File: src/hw/rtl/mcn_pkg.sv
// Shared types, constants and lookup functions of the mecanum odometry unit.
`default_nettype none

package mcn_pkg;

    localparam int COUNT_BITS_DEF   = 32;
    localparam int CORDIC_STEPS_DEF = 24;
    localparam int STEP_W           = 5;

    // Datapath widths: shared multiplier operands, product and accumulator.
    localparam int MA_W  = 34;
    localparam int MB_W  = 32;
    localparam int PW    = MA_W + MB_W;
    localparam int ACC_W = 68;
    localparam int ANG_W = 42;
    localparam int CW    = 34;

    localparam logic signed [63:0] TWO_PI32    = 64'sd26986075409;
    localparam logic signed [63:0] PI32        = 64'sd13493037705;
    localparam logic signed [63:0] HALF_PI32   = 64'sd6746518852;
    localparam logic signed [63:0] CORDIC_GAIN = 64'sd652032874;
    localparam logic signed [63:0] Q30_ONE     = 64'sd1073741824;
    localparam logic signed [63:0] DELTA_LIM   = 64'sd274877906944;

    localparam logic signed [ACC_W-1:0] SAT_HI = ACC_W'(64'sd2147483647);
    localparam logic signed [ACC_W-1:0] SAT_LO = ACC_W'(-64'sd2147483648);

    // Configuration register indexes and reset values.
    localparam logic [2:0] REG_DIST  = 3'd0;
    localparam logic [2:0] REG_INV   = 3'd1;
    localparam logic [2:0] REG_ALPHA = 3'd2;
    localparam logic [2:0] REG_TPS   = 3'd3;
    localparam logic [2:0] REG_ZBAND = 3'd4;

    localparam logic [23:0] DIST_RST  = 24'd18300;
    localparam logic [23:0] INV_RST   = 24'd79922;
    localparam logic [16:0] ALPHA_RST = 17'd19661;
    localparam logic [13:0] TPS_RST   = 14'd50;
    localparam logic [15:0] ZBAND_RST = 16'd66;

    typedef struct packed {
        logic       operation;
        logic [1:0] wheel;
        logic       phase_b;
    } item_t;

    typedef struct packed {
        logic signed [31:0] pos_x;
        logic signed [31:0] pos_y;
        logic signed [31:0] heading;
        logic signed [31:0] vel_x;
        logic signed [31:0] vel_y;
        logic signed [31:0] vel_turn;
        logic signed [31:0] quat_z;
        logic signed [31:0] quat_w;
    } result_t;

    typedef struct packed {
        logic [23:0] dist_tick;
        logic [23:0] inv;
        logic [16:0] alpha;
        logic [13:0] tps;
        logic [15:0] zband;
    } cfg_t;

    typedef logic [3:0] msel_t;
    localparam msel_t MS_NONE = 4'd0;
    localparam msel_t MS_DHI  = 4'd1;
    localparam msel_t MS_DLO  = 4'd2;
    localparam msel_t MS_WZ   = 4'd3;
    localparam msel_t MS_VXC  = 4'd4;
    localparam msel_t MS_VYS  = 4'd5;
    localparam msel_t MS_VXS  = 4'd6;
    localparam msel_t MS_VYC  = 4'd7;
    localparam msel_t MS_VT   = 4'd8;
    localparam msel_t MS_NEWA = 4'd9;
    localparam msel_t MS_OLD  = 4'd10;

    typedef logic [2:0] aop_t;
    localparam aop_t AC_NONE   = 3'd0;
    localparam aop_t AC_LOAD   = 3'd1;
    localparam aop_t AC_LOADSH = 3'd2;
    localparam aop_t AC_ADD    = 3'd3;
    localparam aop_t AC_SUB    = 3'd4;

    typedef logic [3:0] wb_t;
    localparam wb_t WB_NONE   = 4'd0;
    localparam wb_t WB_TRAVEL = 4'd1;
    localparam wb_t WB_VXY    = 4'd2;
    localparam wb_t WB_WZ     = 4'd3;
    localparam wb_t WB_POSX   = 4'd4;
    localparam wb_t WB_POSY   = 4'd5;
    localparam wb_t WB_FRESH  = 4'd6;
    localparam wb_t WB_SMOOTH = 4'd7;
    localparam wb_t WB_ANG2   = 4'd8;
    localparam wb_t WB_OUT    = 4'd9;

    typedef logic [2:0] cr_t;
    localparam cr_t CR_NONE  = 3'd0;
    localparam cr_t CR_START = 3'd1;
    localparam cr_t CR_RED   = 3'd2;
    localparam cr_t CR_FIN   = 3'd3;
    localparam cr_t CR_FIN2  = 3'd4;
    localparam cr_t CR_ITER  = 3'd5;
    localparam cr_t CR_DONE  = 3'd6;

    typedef struct packed {
        logic              count_en;
        msel_t             msel;
        aop_t              aop;
        wb_t               wb;
        cr_t               cr;
        logic [1:0]        idx;
        logic [STEP_W-1:0] step;
    } cmd_t;

    typedef struct packed {
        logic out_full;
    } stat_t;

    function automatic logic [29:0] atan_q30(input logic [STEP_W-1:0] i);
        logic [29:0] r;
        case (i)
            5'd0:    r = 30'd843314857;
            5'd1:    r = 30'd497837829;
            5'd2:    r = 30'd263043837;
            5'd3:    r = 30'd133525159;
            5'd4:    r = 30'd67021687;
            5'd5:    r = 30'd33543516;
            5'd6:    r = 30'd16775851;
            5'd7:    r = 30'd8388437;
            5'd8:    r = 30'd4194283;
            5'd9:    r = 30'd2097149;
            5'd10:   r = 30'd1048576;
            5'd11:   r = 30'd524288;
            5'd12:   r = 30'd262144;
            5'd13:   r = 30'd131072;
            5'd14:   r = 30'd65536;
            5'd15:   r = 30'd32768;
            5'd16:   r = 30'd16384;
            5'd17:   r = 30'd8192;
            5'd18:   r = 30'd4096;
            5'd19:   r = 30'd2048;
            5'd20:   r = 30'd1024;
            5'd21:   r = 30'd512;
            5'd22:   r = 30'd256;
            5'd23:   r = 30'd128;
            5'd24:   r = 30'd64;
            5'd25:   r = 30'd32;
            5'd26:   r = 30'd16;
            5'd27:   r = 30'd8;
            5'd28:   r = 30'd4;
            5'd29:   r = 30'd2;
            5'd30:   r = 30'd1;
            default: r = 30'd0;
        endcase
        return r;
    endfunction

    function automatic logic signed [31:0] sat32(input logic signed [ACC_W-1:0] v);
        logic signed [31:0] r;
        if (v > SAT_HI)
        begin
            r = 32'sh7fffffff;
        end
        else if (v < SAT_LO)
        begin
            r = 32'sh80000000;
        end
        else
        begin
            r = 32'(v);
        end
        return r;
    endfunction

endpackage

`default_nettype wire

File: src/hw/rtl/mcn_ctrl.sv
// Sequencer of the odometry unit: issues one datapath command per cycle.
`default_nettype none

module mcn_ctrl #(
    parameter int CORDIC_STEPS = mcn_pkg::CORDIC_STEPS_DEF
) (
    input  wire logic          clk,
    input  wire logic          rst_n,
    input  wire logic          item_valid,
    output logic               item_ready,
    input  wire logic          item_tick,
    input  wire mcn_pkg::stat_t stat,
    output mcn_pkg::cmd_t      cmd
);
    import mcn_pkg::*;

    localparam logic [3:0] ST_IDLE   = 4'd0;
    localparam logic [3:0] ST_WHEEL  = 4'd1;
    localparam logic [3:0] ST_TURN   = 4'd2;
    localparam logic [3:0] ST_CSTART = 4'd3;
    localparam logic [3:0] ST_CRED   = 4'd4;
    localparam logic [3:0] ST_CFIN   = 4'd5;
    localparam logic [3:0] ST_CFIN2  = 4'd6;
    localparam logic [3:0] ST_CITER  = 4'd7;
    localparam logic [3:0] ST_CDONE  = 4'd8;
    localparam logic [3:0] ST_POSE   = 4'd9;
    localparam logic [3:0] ST_SMOOTH = 4'd10;
    localparam logic [3:0] ST_ANG2   = 4'd11;
    localparam logic [3:0] ST_OUT    = 4'd12;

    localparam logic [STEP_W-1:0] LAST_RED  = STEP_W'(5);
    localparam logic [STEP_W-1:0] LAST_ITER = STEP_W'(CORDIC_STEPS - 1);

    logic [3:0]        state_reg, state_next;
    logic [2:0]        ph_reg, ph_next;
    logic [1:0]        idx_reg, idx_next;
    logic [STEP_W-1:0] step_reg, step_next;
    logic              pass_reg, pass_next;

    always_comb
    begin
        state_next = state_reg;
        ph_next    = ph_reg;
        idx_next   = idx_reg;
        step_next  = step_reg;
        pass_next  = pass_reg;
        cmd        = '0;
        cmd.idx    = idx_reg;
        cmd.step   = step_reg;
        item_ready = (state_reg == ST_IDLE);
        case (state_reg)
            ST_IDLE:
            begin
                if (item_valid)
                begin
                    if (item_tick)
                    begin
                        state_next = ST_WHEEL;
                        ph_next    = 3'd0;
                        idx_next   = 2'd0;
                    end
                    else
                    begin
                        cmd.count_en = 1'b1;
                    end
                end
            end
            ST_WHEEL:
            begin
                case (ph_reg)
                    3'd0: cmd.msel = MS_DHI;
                    3'd1:
                    begin
                        cmd.aop  = AC_LOADSH;
                        cmd.msel = MS_DLO;
                    end
                    3'd2: cmd.aop = AC_ADD;
                    default: cmd.wb = WB_TRAVEL;
                endcase
                if (ph_reg == 3'd3)
                begin
                    ph_next = 3'd0;
                    if (idx_reg == 2'd3)
                    begin
                        state_next = ST_TURN;
                    end
                    else
                    begin
                        idx_next = idx_reg + 2'd1;
                    end
                end
                else
                begin
                    ph_next = ph_reg + 3'd1;
                end
            end
            ST_TURN:
            begin
                case (ph_reg)
                    3'd0:
                    begin
                        cmd.wb   = WB_VXY;
                        cmd.msel = MS_WZ;
                    end
                    3'd1: cmd.aop = AC_LOAD;
                    default: cmd.wb = WB_WZ;
                endcase
                if (ph_reg == 3'd2)
                begin
                    state_next = ST_CSTART;
                    pass_next  = 1'b0;
                end
                else
                begin
                    ph_next = ph_reg + 3'd1;
                end
            end
            ST_CSTART:
            begin
                cmd.cr     = CR_START;
                state_next = ST_CRED;
                step_next  = '0;
            end
            ST_CRED:
            begin
                cmd.cr = CR_RED;
                if (step_reg == LAST_RED)
                begin
                    state_next = ST_CFIN;
                end
                else
                begin
                    step_next = step_reg + STEP_W'(1);
                end
            end
            ST_CFIN:
            begin
                cmd.cr     = CR_FIN;
                state_next = ST_CFIN2;
            end
            ST_CFIN2:
            begin
                cmd.cr     = CR_FIN2;
                state_next = ST_CITER;
                step_next  = '0;
            end
            ST_CITER:
            begin
                cmd.cr = CR_ITER;
                if (step_reg == LAST_ITER)
                begin
                    state_next = ST_CDONE;
                end
                else
                begin
                    step_next = step_reg + STEP_W'(1);
                end
            end
            ST_CDONE:
            begin
                cmd.cr  = CR_DONE;
                ph_next = 3'd0;
                if (pass_reg)
                begin
                    state_next = ST_OUT;
                end
                else
                begin
                    state_next = ST_POSE;
                end
            end
            ST_POSE:
            begin
                case (ph_reg)
                    3'd0: cmd.msel = MS_VXC;
                    3'd1:
                    begin
                        cmd.aop  = AC_LOAD;
                        cmd.msel = MS_VYS;
                    end
                    3'd2: cmd.aop = AC_SUB;
                    3'd3:
                    begin
                        cmd.wb   = WB_POSX;
                        cmd.msel = MS_VXS;
                    end
                    3'd4:
                    begin
                        cmd.aop  = AC_LOAD;
                        cmd.msel = MS_VYC;
                    end
                    3'd5: cmd.aop = AC_ADD;
                    default: cmd.wb = WB_POSY;
                endcase
                if (ph_reg == 3'd6)
                begin
                    state_next = ST_SMOOTH;
                    ph_next    = 3'd0;
                    idx_next   = 2'd0;
                end
                else
                begin
                    ph_next = ph_reg + 3'd1;
                end
            end
            ST_SMOOTH:
            begin
                case (ph_reg)
                    3'd0: cmd.msel = MS_VT;
                    3'd1: cmd.aop = AC_LOAD;
                    3'd2: cmd.wb = WB_FRESH;
                    3'd3: cmd.msel = MS_NEWA;
                    3'd4:
                    begin
                        cmd.aop  = AC_LOAD;
                        cmd.msel = MS_OLD;
                    end
                    3'd5: cmd.aop = AC_ADD;
                    default: cmd.wb = WB_SMOOTH;
                endcase
                if (ph_reg == 3'd6)
                begin
                    ph_next = 3'd0;
                    if (idx_reg == 2'd2)
                    begin
                        state_next = ST_ANG2;
                    end
                    else
                    begin
                        idx_next = idx_reg + 2'd1;
                    end
                end
                else
                begin
                    ph_next = ph_reg + 3'd1;
                end
            end
            ST_ANG2:
            begin
                cmd.wb     = WB_ANG2;
                state_next = ST_CSTART;
                pass_next  = 1'b1;
            end
            ST_OUT:
            begin
                // The result register may still hold an earlier transfer.
                if (!stat.out_full)
                begin
                    cmd.wb     = WB_OUT;
                    state_next = ST_IDLE;
                end
            end
            default:
            begin
                state_next = ST_IDLE;
            end
        endcase
    end

    always_ff @(posedge clk or negedge rst_n)
    begin
        if (!rst_n)
        begin
            state_reg <= ST_IDLE;
            ph_reg    <= 3'd0;
            idx_reg   <= 2'd0;
            step_reg  <= '0;
            pass_reg  <= 1'b0;
        end
        else
        begin
            state_reg <= state_next;
            ph_reg    <= ph_next;
            idx_reg   <= idx_next;
            step_reg  <= step_next;
            pass_reg  <= pass_next;
        end
    end

    a_tick_blocks: assert property (@(posedge clk) disable iff (!rst_n)
        (item_valid && item_ready && item_tick) |=> !item_ready)
        else $error("tick transfer did not close the input");

    a_out_free: assert property (@(posedge clk) disable iff (!rst_n)
        (cmd.wb == WB_OUT) |-> !stat.out_full)
        else $error("result written over a pending transfer");

    a_iter_range: assert property (@(posedge clk) disable iff (!rst_n)
        (state_reg == ST_CITER) |-> (step_reg <= LAST_ITER))
        else $error("rotation step beyond last");

    a_edge_idle: assert property (@(posedge clk) disable iff (!rst_n)
        cmd.count_en |-> (item_valid && item_ready && !item_tick))
        else $error("count update without an edge transfer");

endmodule

`default_nettype wire

File: config.mk
export PLATFORM = sky130hd
export DESIGN_NAME = mcn_ctrl
export DESIGN_NICKNAME = d
export VERILOG_FILES = /design/src/hw/rtl/mcn_pkg.sv /design/src/hw/rtl/mcn_ctrl.sv
export SDC_FILE = /design/constraint.sdc
export NUM_CORES = 1
export LEC_CHECK = 0
export BUFFER_PORTS_ARGS = -buffer_cell sky130_fd_sc_hd__buf_2
export CORE_UTILIZATION = 46
export DETAILED_ROUTE_END_ITERATION = 16
export GPL_TIMING_DRIVEN = 0
export HOLD_SLACK_MARGIN = 0.02
export PLACE_DENSITY_LB_ADDON = 0.2
export SETUP_SLACK_MARGIN = 0.3
export SYNTH_ARGS = -nofsm -noshare
export SYNTH_HDL_FRONTEND = slang
export SYNTH_SLANG_ARGS = --single-unit
export TNS_END_PERCENT = 20
File: constraint.sdc
create_clock -name clk -period 4.15 [get_ports clk]
set_input_delay 0.2075 -clock clk [delete_from_list [all_inputs] [get_ports clk]]
set_output_delay 0.2075 -clock clk [all_outputs]
set_load 0.05 [all_outputs]
==> results.tsv <==
stage	metric	value	unit
outcome	status	finished clean	
routing	wl_per_cell	14.5	microns
clock_tree	clk_latency	0.30	ns
finish	fin_util	56.8	%
synth	synth_most_common_cell	nor2_1	
die	dieArea	3600	sq um
routing	drc	0	
finish	nets	243	
critical_path	worst-path-buf-inv	4	
synth	async_flop_share	100	%
grt	grt_pass1_vias	1409	
synth	post_synth_most_frequent_cells	21 x nor2_1, 17 x o21ai_0, 15 x dfrtp_1, 14 x nand2_1	
place	io_buffers	27	
place	placed_area	1740	sq um
routing	first_pass_iters	5	
grt	grtUsageTotal	23.9	%
finish	area_delta_synth_final	14.7	%
finish	design_area	1780	sq um
clock_tree	clock-sinks	15	
sta	timing.final.crit_share	61.2	%
synth	synth_area_leaders	dfrtp_1 24%, ha_1 8.9%, o21ai_0 5.5%, nor2_1 5.1%, a21oi_1 4.2%	
synth	ys.flop_type	dfrtp_1	
clock_tree	clkSlewWorstSetupHoldPaths	0.10	ns
finish	fillers	321	
place	gp_congestion	0.876	
routing	routed-via-count	1597	
die	die_w	60.0	microns
synth	synth_top_cell_by_area	dfrtp_1	
sta	timing.max_slew.rel_slack	63.9	%
routing	final_antenna_net_count	0	
power	power	1490	uW
sta	fin_setup_tns	0	ns
critical_path	crit_family	buffers and inverters	
critical_path	cp-end-kind	output pin	
routing	viasPerCell	5.91	
finish	drive_gt1_share	21.7	%
run	maxCapViolCount	0	
sta	slew_viol_final	0	
synth	synth_seq_cells	15	
clock_tree	cts_buffer_depth	2	
sta	final_hold_viol_count	0	
die	initial_core_util	49.5	%
power	max-vdd-ir-drop	566	uV
clock_tree	cts-root-buf	clkbuf_4	
sta	fmaxAchievable	394	MHz
place	dp_hpwl	2930	microns
synth	ys_warn_count	0	
critical_path	crit_slowest_cell	dfrtp_1	
synth	syn_area	1550	sq um
synth	ys_types	59	
synth	synth_seq_area_share	24.2	%
sta	post-route-min-period	2.54	ns
clock_tree	post_cts_buffers	0	
grt	grt_max_degree	16	
clock_tree	cts_tree	yes	
synth	syn_nets	210	
power	p_leak	0.000826	uW
critical_path	crit_required	3.94	ns
clock_tree	cts-resized-gates	0	
die	io_pins	28	
critical_path	path_cells	inv_1 -> ha_1 -> nand2b_1 -> clkbuf_1 -> a221o_1 -> a222oi_1 -> inv_1 -> buf_2	
finish	n_antenna_cell	0	
place	post-place-ws	1.96	ns
finish	largest_reg_flops	5	
synth	synth.top_cell.area_share	24.2	%
power	powerDensity	839	nW/um^2
worst_hold_path	hold_class	primary input to asynchronous set/reset pin	
clock_tree	htree_levels	1	
die	core_area	3130	sq um
sta	rsz0062_at_grt	no	
clock_tree	cts_made_buffers	3	
synth	synth_edf_count	0	
sta	skew	0.00469	ns
routing	drt_iter0_drc	180	
sta	fin_ws	1.61	ns
grt	antenna_found_initial	0	
synth	syn_inst	194	
synth	synth.avg_cell_area	7.98	sq um
sta	tightest_slew	0.540	ns
critical_path	crit_path_max_fanout	9	
die	row_count	20	
critical_path	critPathKind	flop to output pin	
critical_path	cpMostUsedCell	inv_1	
critical_path	crit_arrival	2.33	ns
die	die-height	60.0	microns
grt	grt_pass1_wl	6440	microns
critical_path	cp-start-kind	flop	
sta	setup_viol	0	
routing	wl	3920	microns
critical_path	cp_slowest_stage_delay	0.50	ns
grt	gr-total-overflow	0	
-- power by group --
part	switching, uW	internal, uW	leakage, uW
clock network	53.2	36.0	0.0000177
registers	60.6	199	0.000196
logic	757	384	0.000612
total	871	619	0.000826
-- worst paths after layout --
check,from,end,slack [ns],cells after the start
min,rst_n,step_reg[3],0.34,2
max reg2reg,ph_reg[0],idx_reg[1],2.00,6
min in group clk,stat,state_reg[3],0.45,6
max,ph_reg[0],cmd[10],1.61,8
max in group asynchronous,rst_n,state_reg[0],3.55,2
min reg2reg,pass_reg,pass_reg,0.58,1
-- area by class of cell --
cell class	count	area [sq um]	area share, %
plain buffers	12	65.1	3.66
clock buffers	3	22.5	1.27
clock inverters	1	5.00	0.282
inverters	13	48.8	2.75
multi-input cells	154	1060	59.6
flip-flops and latches	15	375	21.1
well taps	44	55.1	3.10
repair buffers	28	145	8.17
-- cell families after synthesis --
kind of cell,Yosys count,synth area share [%]
buffers and inverters,25,7.35
muxes,6,4.52
adders and majority gates,11,8.89
DFF,15,24.2
xor gates and xnor gates,5,2.83
and+or+nand+nor,69,23.0
AOI/OAI and AO/OA,63,29.2
-- per-stage QoR --
step / std cells / hold WS (ns)
6_report: 270 / 0.339
5_1_grt: 270 / 0.371
4_1_cts: 270 / 0.344
3_5_place_dp: 265 / 0.140
3_3_place_gp: 265 / 0.135
2_1_floorplan: 194 / -0.0881
-- placed cells by master, fill, tap and decap left out, types with 2 or more instances in the layout --
cell type  Yosys  final
nor3b_1        2      2
clkbuf_1       5      5
nor3_1         6      6
a32oi_1        2      2
clkbuf_4       0      3
nand3_1        6      6
o21ai_0       17     17
a222oi_1       2      2
and2_1         2      2
nand2_1       14     14
buf_4          2      2
o221ai_1       2      2
mux2_1         3      3
ha_1          11     11
nor2b_1        3      3
dfrtp_1       15     15
xnor2_1        4      4
nand2b_1       4      4
a21oi_1       13     13
buf_2          4     31
o22ai_1        3      3
nor2_1        21     21
inv_1         13     13
a22o_1         4      4
-- timing repair --
| action | CTS | global route |
|---|---|---|
| hold buffers | 1 | 0 |
| endpoints found under the hold margin | 15 | 0 |
| setup endpoints to repair | 0 | 0 |
-- metal layers --
layer  global-route usage, %  vias up  part of all wire [%]
met5                       0        -                     0
met4                    11.6        0                   2.1
met3                    2.16       10                   7.0
met2                    37.1       82                    45
met1                    33.0      736                    46
li1                        -      769                     -
Note: power is estimated with default switching activity, not from simulation.
